--- src/hdl/hfta_pkg.sv ---
`timescale 1ns / 1ps
package hfta_pkg;
  typedef enum logic [1:0] {
    OP_ADD = 2'd0,
    OP_SUB = 2'd1,
    OP_MUL = 2'd2,
    OP_DIV = 2'd3
  } op_e;

  typedef enum logic [1:0] {
    ST_OK    = 2'd0,
    ST_OVF   = 2'd1,
    ST_UNF   = 2'd2,
    ST_DIVZ  = 2'd3
  } status_e;

  typedef enum logic [2:0] {
    S_IDLE,
    S_ALIGN,
    S_ITER,
    S_NORM,
    S_FIN,
    S_OUT
  } state_e;
endpackage

--- src/hdl/hfta_if.sv ---
`timescale 1ns / 1ps
interface hfta_in_if #(
  parameter int EB = 5,
  parameter int FB = 10
);
  logic          valid;
  logic          ready;
  logic [1:0]    opcode;
  logic          a_sign;
  logic [EB-1:0] a_exp;
  logic [FB-1:0] a_frac;
  logic          b_sign;
  logic [EB-1:0] b_exp;
  logic [FB-1:0] b_frac;
  modport source (output valid, opcode, a_sign, a_exp, a_frac, b_sign, b_exp, b_frac,
                  input ready);
  modport sink (input valid, opcode, a_sign, a_exp, a_frac, b_sign, b_exp, b_frac,
                output ready);
  modport monitor (input valid, ready, opcode, a_sign, a_exp, a_frac, b_sign, b_exp,
                   b_frac);
endinterface

interface hfta_out_if #(
  parameter int EB = 5,
  parameter int FB = 10
);
  logic          valid;
  logic          ready;
  logic          res_sign;
  logic [EB-1:0] res_exp;
  logic [FB-1:0] res_frac;
  logic [1:0]    status;
  modport source (output valid, res_sign, res_exp, res_frac, status, input ready);
  modport sink (input valid, res_sign, res_exp, res_frac, status, output ready);
  modport monitor (input valid, ready, res_sign, res_exp, res_frac, status);
endinterface

--- src/hdl/half_float_truncating_alu_top.sv ---
`timescale 1ns / 1ps
// Half-precision add/subtract/multiply/divide with truncation, one item at a
// time. Exponent 0 with fraction 0 is zero; every other code is a normal
// number with a hidden one (no subnormals, infinities or NaNs). A small
// sequencer drives one shared datapath: a shifter that aligns and normalizes
// one place per cycle, a subtractor that also performs restoring division one
// quotient bit per cycle, and one registered multiplier. A zero-operand
// pass-through goes from the accepting edge straight into the output register;
// a multiply registers the product, then normalizes and finishes; a divide
// takes one pre-scale step, FRAC_BITS+1 quotient bits, normalize and finish;
// add/subtract takes the alignment shifts (exponent difference, capped at
// FRAC_BITS+2), the add or subtract, the normalization shifts (one right, or
// up to FRAC_BITS left) and finish. The result then waits in an output
// register until taken, and the input is ready again in the cycle after it is
// taken. The input is not ready while an item is in flight. Zero operands
// pass through, overflow saturates, underflow gives a signed zero, and divide
// by zero returns b with status 3.
module half_float_truncating_alu_top #(
  parameter int EXP_BITS  = 5,
  parameter int FRAC_BITS = 10
) (
  input logic  clk_i,
  input logic  rst_ni,
  hfta_in_if.sink    in_i,
  hfta_out_if.source out_o
);
  localparam int MW = FRAC_BITS + 1;       // mantissa width
  localparam int EW = EXP_BITS + 3;        // signed working exponent
  localparam int CW = $clog2(2 * MW + 4);
  localparam logic signed [EW-1:0] BIAS = EW'((1 << (EXP_BITS - 1)) - 1);
  localparam logic signed [EW-1:0] EMAX = EW'((1 << EXP_BITS) - 1);

  hfta_pkg::state_e state_q, state_d;

  logic                 sign_q, sign_d;
  logic signed [EW-1:0] e_q, e_d;
  logic [MW:0]          m_q, m_d;      // result mantissa, one guard bit on top
  logic [MW:0]          x_q, x_d;      // larger operand / remainder
  logic [MW-1:0]        y_q, y_d;      // operand to align / divisor
  logic [CW-1:0]        cnt_q, cnt_d;
  logic [1:0]           op_q, op_d;
  logic                 sub_q, sub_d;  // effective subtract
  logic [2*MW-1:0]      prod_q;

  logic          o_sign_q, o_sign_d;
  logic [EXP_BITS-1:0]  o_exp_q, o_exp_d;
  logic [FRAC_BITS-1:0] o_frac_q, o_frac_d;
  logic [1:0]    o_st_q, o_st_d;

  logic a_zero, b_zero, bs_eff, acc;
  logic [MW+1:0] diff;

  // pass-through of zero operands straight into the output register
  logic          p_sign;
  logic [EXP_BITS-1:0]  p_exp;
  logic [FRAC_BITS-1:0] p_frac;
  logic [1:0]    p_st;
  logic          p_en;

  assign a_zero = (in_i.a_exp == '0) && (in_i.a_frac == '0);
  assign b_zero = (in_i.b_exp == '0) && (in_i.b_frac == '0);
  assign bs_eff = (in_i.opcode == hfta_pkg::OP_SUB && !b_zero) ? ~in_i.b_sign
                                                                : in_i.b_sign;
  assign in_i.ready = (state_q == hfta_pkg::S_IDLE);
  assign acc = in_i.valid && in_i.ready;
  // shared subtractor: division step and effective subtraction
  assign diff = {1'b0, x_q} - {2'b0, y_q};

  // next state
  always_comb begin
    state_d = state_q;
    case (state_q)
      hfta_pkg::S_IDLE: if (acc) state_d = p_en ? hfta_pkg::S_OUT : hfta_pkg::S_ALIGN;
      hfta_pkg::S_ALIGN: begin
        if (op_q == hfta_pkg::OP_DIV) state_d = hfta_pkg::S_ITER;
        else if (op_q == hfta_pkg::OP_MUL) state_d = hfta_pkg::S_NORM;
        else if (cnt_q == '0) state_d = hfta_pkg::S_ITER;
      end
      hfta_pkg::S_ITER: begin
        if (op_q != hfta_pkg::OP_DIV || cnt_q == CW'(1)) state_d = hfta_pkg::S_NORM;
      end
      hfta_pkg::S_NORM: begin
        if (op_q == hfta_pkg::OP_MUL || op_q == hfta_pkg::OP_DIV) state_d = hfta_pkg::S_FIN;
        else if (m_q[MW] == 1'b0 && (m_q[MW-1] || m_q == '0)) state_d = hfta_pkg::S_FIN;
      end
      hfta_pkg::S_FIN: state_d = hfta_pkg::S_OUT;
      hfta_pkg::S_OUT: if (out_o.ready) state_d = hfta_pkg::S_IDLE;
      default: state_d = hfta_pkg::S_IDLE;
    endcase
  end

  // datapath
  always_comb begin
    logic signed [EW-1:0] ef;
    logic [EW-1:0]        ed;
    sign_d = sign_q; e_d = e_q; m_d = m_q; x_d = x_q; y_d = y_q;
    cnt_d = cnt_q; op_d = op_q; sub_d = sub_q;
    o_sign_d = o_sign_q; o_exp_d = o_exp_q; o_frac_d = o_frac_q; o_st_d = o_st_q;
    ef = '0; ed = '0;
    case (state_q)
      hfta_pkg::S_IDLE: if (acc) begin
        op_d = in_i.opcode;
        sub_d = in_i.a_sign ^ bs_eff;
        cnt_d = '0;
        if (in_i.opcode == hfta_pkg::OP_MUL) begin
          sign_d = in_i.a_sign ^ in_i.b_sign;
          e_d = EW'(in_i.a_exp) + EW'(in_i.b_exp) - BIAS;
          x_d = {2'b01, in_i.a_frac};
          y_d = {1'b1, in_i.b_frac};
        end else if (in_i.opcode == hfta_pkg::OP_DIV) begin
          sign_d = in_i.a_sign ^ in_i.b_sign;
          e_d = EW'(in_i.a_exp) - EW'(in_i.b_exp) + BIAS;
          x_d = {2'b01, in_i.a_frac};
          y_d = {1'b1, in_i.b_frac};
          m_d = '0;
          cnt_d = CW'(MW);
        end else begin
          // add/sub: x takes the larger operand, y the one to be shifted
          if (in_i.a_exp >= in_i.b_exp) begin
            sign_d = in_i.a_sign;
            e_d = EW'(in_i.a_exp);
            x_d = {2'b01, in_i.a_frac};
            y_d = {1'b1, in_i.b_frac};
            ed = EW'(in_i.a_exp - in_i.b_exp);
            // equal exponents, subtract: larger fraction wins
            if (in_i.a_exp == in_i.b_exp && in_i.b_frac > in_i.a_frac) begin
              sign_d = bs_eff;
              x_d = {2'b01, in_i.b_frac};
              y_d = {1'b1, in_i.a_frac};
            end
          end else begin
            sign_d = bs_eff;
            e_d = EW'(in_i.b_exp);
            x_d = {2'b01, in_i.b_frac};
            y_d = {1'b1, in_i.a_frac};
            ed = EW'(in_i.b_exp - in_i.a_exp);
          end
          cnt_d = (ed > EW'(MW + 1)) ? CW'(MW + 1) : CW'(ed);
        end
      end
      hfta_pkg::S_ALIGN: begin
        if (op_q == hfta_pkg::OP_ADD || op_q == hfta_pkg::OP_SUB) begin
          if (cnt_q != '0) begin
            y_d = y_q >> 1;
            cnt_d = cnt_q - 1'b1;
          end
        end else if (op_q == hfta_pkg::OP_DIV) begin
          // quotient exponent adjust: ensure dividend >= divisor
          if (x_q[MW-1:0] < y_q) begin
            x_d = x_q << 1;
            e_d = e_q - 1'b1;
          end
        end
      end
      hfta_pkg::S_ITER: begin
        if (op_q == hfta_pkg::OP_DIV) begin
          // one restoring division step
          if (!diff[MW+1]) begin
            m_d = {m_q[MW-1:0], 1'b1};
            x_d = {diff[MW-1:0], 1'b0};
          end else begin
            m_d = {m_q[MW-1:0], 1'b0};
            x_d = {x_q[MW-1:0], 1'b0};
          end
          cnt_d = cnt_q - 1'b1;
        end else if (sub_q) begin
          m_d = diff[MW:0];
        end else begin
          m_d = x_q + {1'b0, y_q};
        end
      end
      hfta_pkg::S_NORM: begin
        if (op_q == hfta_pkg::OP_MUL) begin
          if (prod_q[2*MW-1]) begin
            m_d = {1'b0, prod_q[2*MW-1 -: MW]};
            e_d = e_q + 1'b1;
          end else begin
            m_d = {1'b0, prod_q[2*MW-2 -: MW]};
          end
        end else if (op_q == hfta_pkg::OP_ADD || op_q == hfta_pkg::OP_SUB) begin
          if (m_q[MW]) begin
            m_d = m_q >> 1;
            e_d = e_q + 1'b1;
          end else if (!m_q[MW-1] && m_q != '0) begin
            m_d = m_q << 1;
            e_d = e_q - 1'b1;
          end
        end
      end
      hfta_pkg::S_FIN: begin
        o_sign_d = sign_q;
        ef = e_q;
        if (m_q == '0) begin
          // exact cancellation
          o_sign_d = 1'b0; o_exp_d = '0; o_frac_d = '0; o_st_d = hfta_pkg::ST_OK;
        end else if (ef > EMAX) begin
          o_exp_d = '1; o_frac_d = '1; o_st_d = hfta_pkg::ST_OVF;
        end else if (ef < 0 || (ef == 0 && m_q[FRAC_BITS-1:0] == '0)) begin
          o_exp_d = '0; o_frac_d = '0; o_st_d = hfta_pkg::ST_UNF;
        end else begin
          o_exp_d = ef[EXP_BITS-1:0];
          o_frac_d = m_q[FRAC_BITS-1:0];
          o_st_d = hfta_pkg::ST_OK;
        end
      end
      default: ;
    endcase
  end

  always_comb begin
    p_en = 1'b0; p_sign = 1'b0; p_exp = '0; p_frac = '0; p_st = hfta_pkg::ST_OK;
    if (in_i.opcode == hfta_pkg::OP_DIV && (a_zero || b_zero)) begin
      p_en = 1'b1;
      p_sign = b_zero ? in_i.b_sign : in_i.a_sign;
      p_exp = b_zero ? in_i.b_exp : in_i.a_exp;
      p_frac = b_zero ? in_i.b_frac : in_i.a_frac;
      p_st = b_zero ? hfta_pkg::ST_DIVZ : hfta_pkg::ST_OK;
    end else if (in_i.opcode == hfta_pkg::OP_MUL && (a_zero || b_zero)) begin
      p_en = 1'b1;
      p_sign = a_zero ? in_i.a_sign : in_i.b_sign;
      p_exp = a_zero ? in_i.a_exp : in_i.b_exp;
      p_frac = a_zero ? in_i.a_frac : in_i.b_frac;
    end else if (in_i.opcode[1] == 1'b0 && (a_zero || b_zero)) begin
      p_en = 1'b1;
      p_sign = a_zero ? bs_eff : in_i.a_sign;
      p_exp = a_zero ? in_i.b_exp : in_i.a_exp;
      p_frac = a_zero ? in_i.b_frac : in_i.a_frac;
    end
  end

  always_ff @(posedge clk_i or negedge rst_ni) begin
    if (!rst_ni) begin
      state_q <= hfta_pkg::S_IDLE;
    end else begin
      state_q <= state_d;
    end
  end

  always_ff @(posedge clk_i) begin
    sign_q <= sign_d; e_q <= e_d; m_q <= m_d; x_q <= x_d; y_q <= y_d;
    cnt_q <= cnt_d; op_q <= op_d; sub_q <= sub_d;
    prod_q <= x_q[MW-1:0] * y_q;
    if (state_q == hfta_pkg::S_IDLE && acc && p_en) begin
      o_sign_q <= p_sign; o_exp_q <= p_exp; o_frac_q <= p_frac; o_st_q <= p_st;
    end else begin
      o_sign_q <= o_sign_d; o_exp_q <= o_exp_d; o_frac_q <= o_frac_d; o_st_q <= o_st_d;
    end
  end

  assign out_o.valid    = (state_q == hfta_pkg::S_OUT);
  assign out_o.res_sign = o_sign_q;
  assign out_o.res_exp  = o_exp_q;
  assign out_o.res_frac = o_frac_q;
  assign out_o.status   = o_st_q;

`ifndef SYNTHESIS
  a_busy: assert property (@(posedge clk_i) disable iff (!rst_ni)
    out_o.valid |-> !in_i.ready) else $error("ready while result pending");
  a_hold: assert property (@(posedge clk_i) disable iff (!rst_ni)
    out_o.valid && !out_o.ready |=> out_o.valid && $stable(o_st_q))
    else $error("result dropped");
  a_div: assert property (@(posedge clk_i) disable iff (!rst_ni)
    (state_q == hfta_pkg::S_ITER && op_q == hfta_pkg::OP_DIV) |-> cnt_q != '0)
    else $error("divide counter underrun");
`endif
endmodule
--- src/flat_wrapper.sv ---
// flat-port wrapper written by rule: the top's interface ports become plain ports
module half_float_truncating_alu_top_flat 
#(
  parameter int EXP_BITS  = 5,
  parameter int FRAC_BITS = 10
)
  (clk_i, rst_ni, in_i_valid, in_i_opcode, in_i_a_sign, in_i_a_exp, in_i_a_frac, in_i_b_sign, in_i_b_exp, in_i_b_frac, in_i_ready, out_o_valid, out_o_res_sign, out_o_res_exp, out_o_res_frac, out_o_status, out_o_ready);
  hfta_in_if in_i_i ();
  hfta_out_if out_o_i ();
  input logic clk_i;
  input logic rst_ni;
  input wire logic [$bits(in_i_i.valid)-1:0] in_i_valid;
  input wire logic [$bits(in_i_i.opcode)-1:0] in_i_opcode;
  input wire logic [$bits(in_i_i.a_sign)-1:0] in_i_a_sign;
  input wire logic [$bits(in_i_i.a_exp)-1:0] in_i_a_exp;
  input wire logic [$bits(in_i_i.a_frac)-1:0] in_i_a_frac;
  input wire logic [$bits(in_i_i.b_sign)-1:0] in_i_b_sign;
  input wire logic [$bits(in_i_i.b_exp)-1:0] in_i_b_exp;
  input wire logic [$bits(in_i_i.b_frac)-1:0] in_i_b_frac;
  output wire logic [$bits(in_i_i.ready)-1:0] in_i_ready;
  output wire logic [$bits(out_o_i.valid)-1:0] out_o_valid;
  output wire logic [$bits(out_o_i.res_sign)-1:0] out_o_res_sign;
  output wire logic [$bits(out_o_i.res_exp)-1:0] out_o_res_exp;
  output wire logic [$bits(out_o_i.res_frac)-1:0] out_o_res_frac;
  output wire logic [$bits(out_o_i.status)-1:0] out_o_status;
  input wire logic [$bits(out_o_i.ready)-1:0] out_o_ready;
  assign in_i_i.valid = in_i_valid;
  assign in_i_i.opcode = in_i_opcode;
  assign in_i_i.a_sign = in_i_a_sign;
  assign in_i_i.a_exp = in_i_a_exp;
  assign in_i_i.a_frac = in_i_a_frac;
  assign in_i_i.b_sign = in_i_b_sign;
  assign in_i_i.b_exp = in_i_b_exp;
  assign in_i_i.b_frac = in_i_b_frac;
  assign in_i_ready = in_i_i.ready;
  assign out_o_valid = out_o_i.valid;
  assign out_o_res_sign = out_o_i.res_sign;
  assign out_o_res_exp = out_o_i.res_exp;
  assign out_o_res_frac = out_o_i.res_frac;
  assign out_o_status = out_o_i.status;
  assign out_o_i.ready = out_o_ready;
  half_float_truncating_alu_top #(.EXP_BITS(EXP_BITS), .FRAC_BITS(FRAC_BITS)) u_core (.clk_i(clk_i), .rst_ni(rst_ni), .in_i(in_i_i), .out_o(out_o_i));
endmodule
--- config.mk ---
export PLATFORM = sky130hd
export DESIGN_NAME = half_float_truncating_alu_top_flat
export DESIGN_NICKNAME = d
export VERILOG_FILES = /design/src/hdl/hfta_pkg.sv /design/src/hdl/hfta_if.sv /design/src/hdl/half_float_truncating_alu_top.sv /design/src/flat_wrapper.sv
export SDC_FILE = /design/constraint.sdc
export NUM_CORES = 1
export LEC_CHECK = 0
export BUFFER_PORTS_ARGS = -buffer_cell sky130_fd_sc_hd__clkbuf_2
export CAP_MARGIN = 20
export CORE_ASPECT_RATIO = 1.25
export CORE_MARGIN = 8
export CORE_UTILIZATION = 59
export CTS_BUF_LIST = sky130_fd_sc_hd__clkbuf_4
export DETAILED_ROUTE_END_ITERATION = 7
export GPL_ROUTABILITY_DRIVEN = 0
export PLACE_DENSITY = 0.8
export SYNTH_ARGS = -nofsm -noshare
export SYNTH_HDL_FRONTEND = slang
export SYNTH_SLANG_ARGS = --single-unit
--- constraint.sdc ---
create_clock -name clk_i -period 5.5 [get_ports clk_i]
set_input_delay 0.55 -clock clk_i [delete_from_list [all_inputs] [get_ports clk_i]]
set_output_delay 0.55 -clock clk_i [all_outputs]
set_load 0.01 [all_outputs]
## Yosys cells after proc, flatten, opt, wreduce, memory -nomap -nowiden

Index checks and enable logic that the tools add are counted.
W data, S select, Z words.

- Bits in registers: 95
- Input bits: 38
- Output and inout bits: 20

- Add/sub/neg operators: 10
- Multiply operators: 1
- Magnitude comparators: 6
- Equality and inequality tests: 30
- Muxes and demuxes: 113
- Bitwise logic cells: 5
- Reductions and logical operators: 46

Operators with widths:

| kind | count |
|---|---|
| $mux W12 | 17 |
| $mux W10 | 15 |
| $mux W8 | 16 |
| $mux W5 | 19 |
| $pmux W12 S3 | 2 |
| $mux W11 | 6 |
| $logic_not A32 Y1 | 1 |
| $logic_not A10 Y1 | 3 |
| $mux W3 | 9 |
| $pmux W8 S3 | 1 |
| $mul A11 B11 Y22 | 1 |
| $pmux W11 S2 | 1 |
| $mux W1 | 18 |
| $pmux W3 S6 | 1 |
| $logic_not A5 Y1 | 3 |
| $pmux W5 S3 | 1 |
| $reduce_and A5 Y1 | 3 |
| $mux W2 | 7 |
| $ne A2 B1 Y1 const B | 7 |
| $logic_and A1 B1 Y1 | 13 |
| $sub A12 B11 Y13 | 1 |
| $add A12 B11 Y12 | 1 |
| $logic_not A12 Y1 | 1 |
| $reduce_and A6 Y1 | 2 |
| other kinds (37) | 62 |

## Longest topological paths before layout

Gate-level depths: netlist of the first run.

- Depth in word-level cells: 12
- Depth in mapped cells: 20
- Gate-level depth less buffers: 20

## Worst setup path before layout of the first run

No wires, ideal clock.

- Path kind: register to register
- From: register u_core.x_q[1]
- To: register u_core.prod_q[20]
- Setup time: 0.118 ns
- Arrival: 4.972 ns
- Required time: 5.382 ns
- Slack: 0.410 ns
- Cell stages (with the launch flop): 19
- Cell sequence: edfxtp_1 > clkbuf_1 > nand2_1 > fa_1 > fa_1 > inv_1 > fa_1 > fa_1 > inv_1 > fa_1 > inv_1 > ha_1 > nand2_1 > a211o_1 > a211oi_2 > a21oi_4 > o21ai_2 > a21oi_1 > xnor2_1

- Longest elaborated chain between the ends: 1

Ends and longest elaborated chain:

| item | RTL line | text |
|---|---|---|
| from (decl) | half_float_truncating_alu_top.sv:38 | `logic [MW:0] x_q, x_d;` |
| from (signal assigned) | half_float_truncating_alu_top.sv:240 | `sign_q <= sign_d; e_q <= e_d; m_q <= m_d; x_q <= x_d; y_q <= y_d;` |
| $mul A11 B11 Y22 | half_float_truncating_alu_top.sv:242 | `prod_q <= x_q[MW-1:0] * y_q;` |
| to (signal assigned) | half_float_truncating_alu_top.sv:242 |  |
| to (decl) | half_float_truncating_alu_top.sv:43 | `logic [2*MW-1:0] prod_q;` |

No other way between the ends.
A chain may end at the register's enable or synchronous reset.

## Worst setup path after layout of the first run

- From: register u_core.y_q[7]
- To: register u_core.prod_q[20]

- Longest elaborated chain between the ends: 1

Ends and longest elaborated chain:

| item | RTL line | text |
|---|---|---|
| from (decl) | half_float_truncating_alu_top.sv:39 | `logic [MW-1:0] y_q, y_d;` |
| from (signal assigned) | half_float_truncating_alu_top.sv:240 |  |
| $mul A11 B11 Y22 | half_float_truncating_alu_top.sv:242 |  |

No other way between the ends.

==> impl_metrics.ini, run 1 <==
[finish]
final_area_um2 = 11800
syn2layout_area_growth_pct = 6.26
num-nets-final = 1542
drive_above_1_share_pct = 10.2

[routing]
wl_per_cell_um = 20.9
ant_nets = 0
wl_mm = 32.2
drtIter0Drc = 763
vias = 9755
vias_per_cell = 6.31
drt-pass1-iter-count = 6
drc = 0

[sta]
fmax_ghz = 0.188
final.setup_skew_ns = 0.0347
fin_crit_sh_pct = 96.9
setup_viol = 0
tightest_slew_ns = 0.948
slew_headroom_pct = 36.6
min_period_ns = 5.33
whs_ns = 0.374
hold_viol_final = 0
maxSlewViolCount = 0

[logic_synthesis]
ys_seq_area_share_pct = 21.7
async_flop_share_pct = 3.53
yosysUniqueCellTypes = 77
ys_warn_count = 0
synth_ff_type = edfxtp_1
syn-num-nets = 1507
synth_common_cells = inv_1, nand2_1, ha_1, fa_1, nor2_1
synth_enable_flop_cells = 70
synth.top_cell.area_share_pct = 18.9
synth_top_area_cell = edfxtp_1
syn_area_per_cell_um2 = 8.73
yosys-top-cells-area = edfxtp_1, fa_1, ha_1
synth-seq-cells = 85
yosysMostFrequentCell = inv_1
syn-cell-area_um2 = 11100
synth_cells = 1273

[outcome]
status = finished clean

[worst_setup_path]
arrival_ns = 5.71
r2r_start = u_core.y_q[7]
cpMostUsedCell = fa_1
endpoint = u_core.prod_q[20]
r2r-end = u_core.prod_q[20]
critPathLaunch = u_core.y_q[7]
critPathKind = reg -> reg
crit_path_cell_trace = and2_1, fa_1, inv_1, fa_1, inv_1, fa_1, fa_1, inv_1, fa_1, inv_1, ha_1, nand2_1, a211o_1, a211oi_2, a21oi_4, o21ai_2, a21oi_1, xnor2_1
start_kind = flip-flop
setup.worst_path.end_class = flip-flop
cp_slowest_stage_delay_ns = 0.55
r2r_cells = 18
cpMaxStageDelayCell = fa_1
crit_fanout = 8
reg2reg_slack_ns = 0.17
crit_required_ns = 5.88

[floorplan]
die_h_um = 169
die_w_um = 139
start_util_pct = 59.6
io_pins = 58
dieArea_um2 = 23500
coreArea_um2 = 18600
rows = 56

[cts]
cts_buffer_depth = 2
h-tree-depth = 3
cts_buffers = 9
cts.sinks = 85
clk_pin_slew_worst_paths_ns = 0.18
cts.repair.resized = 0
worstSkewPairLatency_ns = 0.50
tritoncts = done
cts-root-buf = clkbuf_4

[placement]
io_buffer_count = 57
dpl_cell_area_um2 = 11600
dpl.hpwl_mm = 25.6

[global_route]
grt_max_degree = 27
grt_overflow_total = 0
antenna_found_initial = 1
grt_pass1_vias = 9890
track_usage_pct = 27.6
grt_pass1_wl_mm = 51.4

[worst_hold_path]
hold_path_class = in -> async

[run]
maxCapViolations = 0
## cell families (layout without fill, tap and decap cells)
logic type                 after synthesis  in the layout  share of synthesized area, %
and+or+nand+nor                        372            372                          16.3
adders and majority gates              196            196                          27.7
buffers and inverters                  228            268                          7.96
DFF                                     85             85                          21.7
xor gates and xnor gates                49             49                          3.98
other                                    0              1                             0
muxes                                   37             37                          3.38
AOI/OAI and AO/OA                      306            306                          18.9
## registers in the layout, summed over array words and instances, names as in the netlist, 2 cells and up
signal,flops
u_core.state_q,3
u_core.prod_q,12
u_core.op_q,2
u_core.m_q,12
u_core.e_q,8
u_core.y_q,11
u_core.out_o.status,2
u_core.out_o.res_frac,10
u_core.cnt_q,5
u_core.x_q,12
u_core.out_o.res_exp,5
## per-stage QoR
| step | setup TNS (ns) | instances | setup slack (ns) | utilization (%) |
|---|---|---|---|---|
| finish | 0 | 1546 | 0.172 | 63.4 |
| global route | -0.0105 | 1546 | -0.0105 | 63.4 |
| detailed placement | 0 | 1519 | 0.117 | 62.2 |
| floorplan | 0 | 1273 | 0.410 | - |
| global placement | 0 | 1519 | 0.258 | 62.2 |
| CTS | 0 | 1536 | 0.121 | 63.0 |
## worst min path at each step
stage | from | to
4_1_cts | rst_ni | u_core.state_q[2]
3_5_place_dp | rst_ni | u_core.state_q[2]
5_1_grt | rst_ni | u_core.state_q[2]
6_report | rst_ni | u_core.state_q[2]
3_3_place_gp | rst_ni | u_core.state_q[2]
2_1_floorplan | rst_ni | u_core.state_q[0]
## per-layer routing
layer  part of all wire, %  global-route usage (%)  wire length (µm)  up-vias
li1                      -                       -                 -     4506
met1                    37                    30.2             11900     4622
met2                    49                    49.0             15800      499
met3                   7.6                    4.95              2460      128
met4                   6.5                    17.7              2100        0
met5                     0                       0                 0        -
## worst max-delay path: cells and delay by family, from the launching register on
kind            cells  cell delay [ns]
compound gates      5             1.13
xor+xnor            1             0.13
fa+ha+maj           6             2.93
buf+inv             4             0.21
flops               1             0.54
simple gates        2             0.31
## cell usage in the layout (no fill, tap or decap), drive strengths merged, types with 59 or more instances in the layout
cell type / instances
a21oi: 68
and2: 59
clkbuf: 66
edfxtp: 70
fa: 84
ha: 112
inv: 165
nand2: 121
nor2: 84
o21ai: 77
## layout make-up
class / count / area (µm²)
Inverter: 161 / 604
Fill cell: 1580 / 6830
Multi-Input combinational cell: 960 / 7820
Tap cell: 232 / 290
Timing Repair Buffer: 91 / 543
Clock inverter: 7 / 72.6
Sequential cell: 85 / 2420
Clock buffer: 9 / 67.6
Antenna cell: 1 / 2.50
## timing repair
action / 4_1_cts / 5_1_grt
hold endpoints to repair: 3 / 0
endpoints found under the setup margin: 0 / 3
buffers inserted: 0 / 9
hold buffers: 1 / 0
Power of run 1 is left out: the tool's default activity adds up to more than one toggle a clock period on the data nets, which glitch-free logic cannot reach.
==> run 2, diff against run 1 <==
- CORE_ASPECT_RATIO: 1.25 -> default
==> impl_metrics.ini, run 2 (synthesized netlist as in run 1, its figures left out) <==
[outcome]
status = finished clean

[worst_setup_path]
r2r_start = u_core.y_q[4]
r2r_cells = 17
start_kind = flip-flop
setup.worst_path.end_class = flip-flop
arrival_ns = 5.68
crit_fanout = 10
r2r-end = u_core.prod_q[20]
critPathLaunch = u_core.y_q[4]
critPathKind = reg -> reg
crit_required_ns = 5.91
reg2reg_slack_ns = 0.23

[cts]
cts_buffer_depth = 2
cts.repair.resized = 0
worstSkewPairLatency_ns = 0.50
cts_buffers = 9
tritoncts = done
clk_pin_slew_worst_paths_ns = 0.16
cts-root-buf = clkbuf_4
cts.sinks = 85
h-tree-depth = 3

[global_route]
track_usage_pct = 26.6
met1_usage_pct = 36.4
grt_most_used_layer = met2
grt_max_degree = 27
gr-usage-met2_pct = 40.6
grt_pass1_wl_mm = 49.9
grt_overflow_total = 0
antenna_found_initial = 1
use_met3_pct = 6.94
grt_pass1_vias = 9387

[finish]
num-nets-final = 1541
drive_above_1_share_pct = 10.1
syn2layout_area_growth_pct = 6.46
final_area_um2 = 11800
mostFrequentLayoutCells = inv_1, nand2_1, ha_1
largest_registers = u_core.m_q x12, u_core.prod_q x12, u_core.x_q x12
final_common_cell = inv_1

[sta]
fin_crit_sh_pct = 95.9
tightest_slew_ns = 1.06
maxSlewViolCount = 0
setup_viol = 0
min_period_ns = 5.27
hold_viol_final = 0
fin_ws_ns = 0.226
slew_headroom_pct = 29.1
fmax_ghz = 0.190
final.setup_skew_ns = 0.0282

[floorplan]
die_h_um = 153
die_w_um = 153
io_pins = 58
coreArea_um2 = 18600
rows = 50
start_util_pct = 59.8
dieArea_um2 = 23500

[run]
maxCapViolations = 0

[routing]
drc = 0
wl_per_cell_um = 20.5
wl_mm = 31.7
vias_per_cell = 6.35
vias = 9826
ant_nets = 0
drt-pass1-iter-count = 6
drtIter0Drc = 1158

[placement]
pre_cts_slack_ns = 0.156
dpl_cell_area_um2 = 11600
io_buffer_count = 57
dpl.hpwl_mm = 25.2

[worst_hold_path]
hold_path_class = in -> async
run 2: final cells by class:
cell class,count,area (µm²)
diodes,1,2.50
well taps,234,293
fillers,1476,6750
clock buffers,9,67.6
inverters,161,604
repair buffers,90,548
multi-input cells,960,7820
flip-flops and latches,85,2420
clock inverters,7,87.6
run 2: routing by layer:
layer	up-vias	wire length (µm)
met4	0	878
met1	4695	13300
met3	82	3630
li1	4498	-
met5	-	0
met2	551	13900
run 2: worst max-delay path: stages, from the launching register on:
cell	delay [ns]
edfxtp_1	0.62
nand2_1	0.14
fa_1	0.55
inv_1	0.05
fa_1	0.52
fa_1	0.45
fa_1	0.61
inv_1	0.08
fa_1	0.53
inv_1	0.04
ha_1	0.35
nand2_1	0.08
a211o_1	0.24
a211oi_2	0.30
a21oi_4	0.13
o21ai_2	0.26
a21oi_1	0.12
xnor2_1	0.13
run 2: worst max path at each step:
stage / slack [ns] / endpoint
5_1_grt: -0.02 / u_core.prod_q[20]
3_5_place_dp: 0.16 / u_core.prod_q[20]
6_report: 0.23 / u_core.prod_q[20]
4_1_cts: 0.15 / u_core.prod_q[20]
2_1_floorplan: 0.41 / u_core.prod_q[20]
3_3_place_gp: 0.31 / u_core.prod_q[20]
run 2: repair_timing:
action	CTS	global route
endpoints found under the setup margin	0	3
buffers inserted	0	9
hold buffers	1	0
hold endpoints to repair	3	0
run 2: metrics by stage:
stage | std cells | hold slack [ns] | setup TNS [ns] | utilization (%)
floorplan | 1273 | 0.254 | 0 | -
global placement | 1520 | 0.362 | 0 | 62.4
detailed placement | 1520 | 0.365 | 0 | 62.4
CTS | 1537 | 0.353 | 0 | 63.3
global route | 1547 | 0.351 | -0.0160 | 63.7
finish | 1547 | 0.361 | 0 | 63.7
Power of run 2 is left out for the same reason.
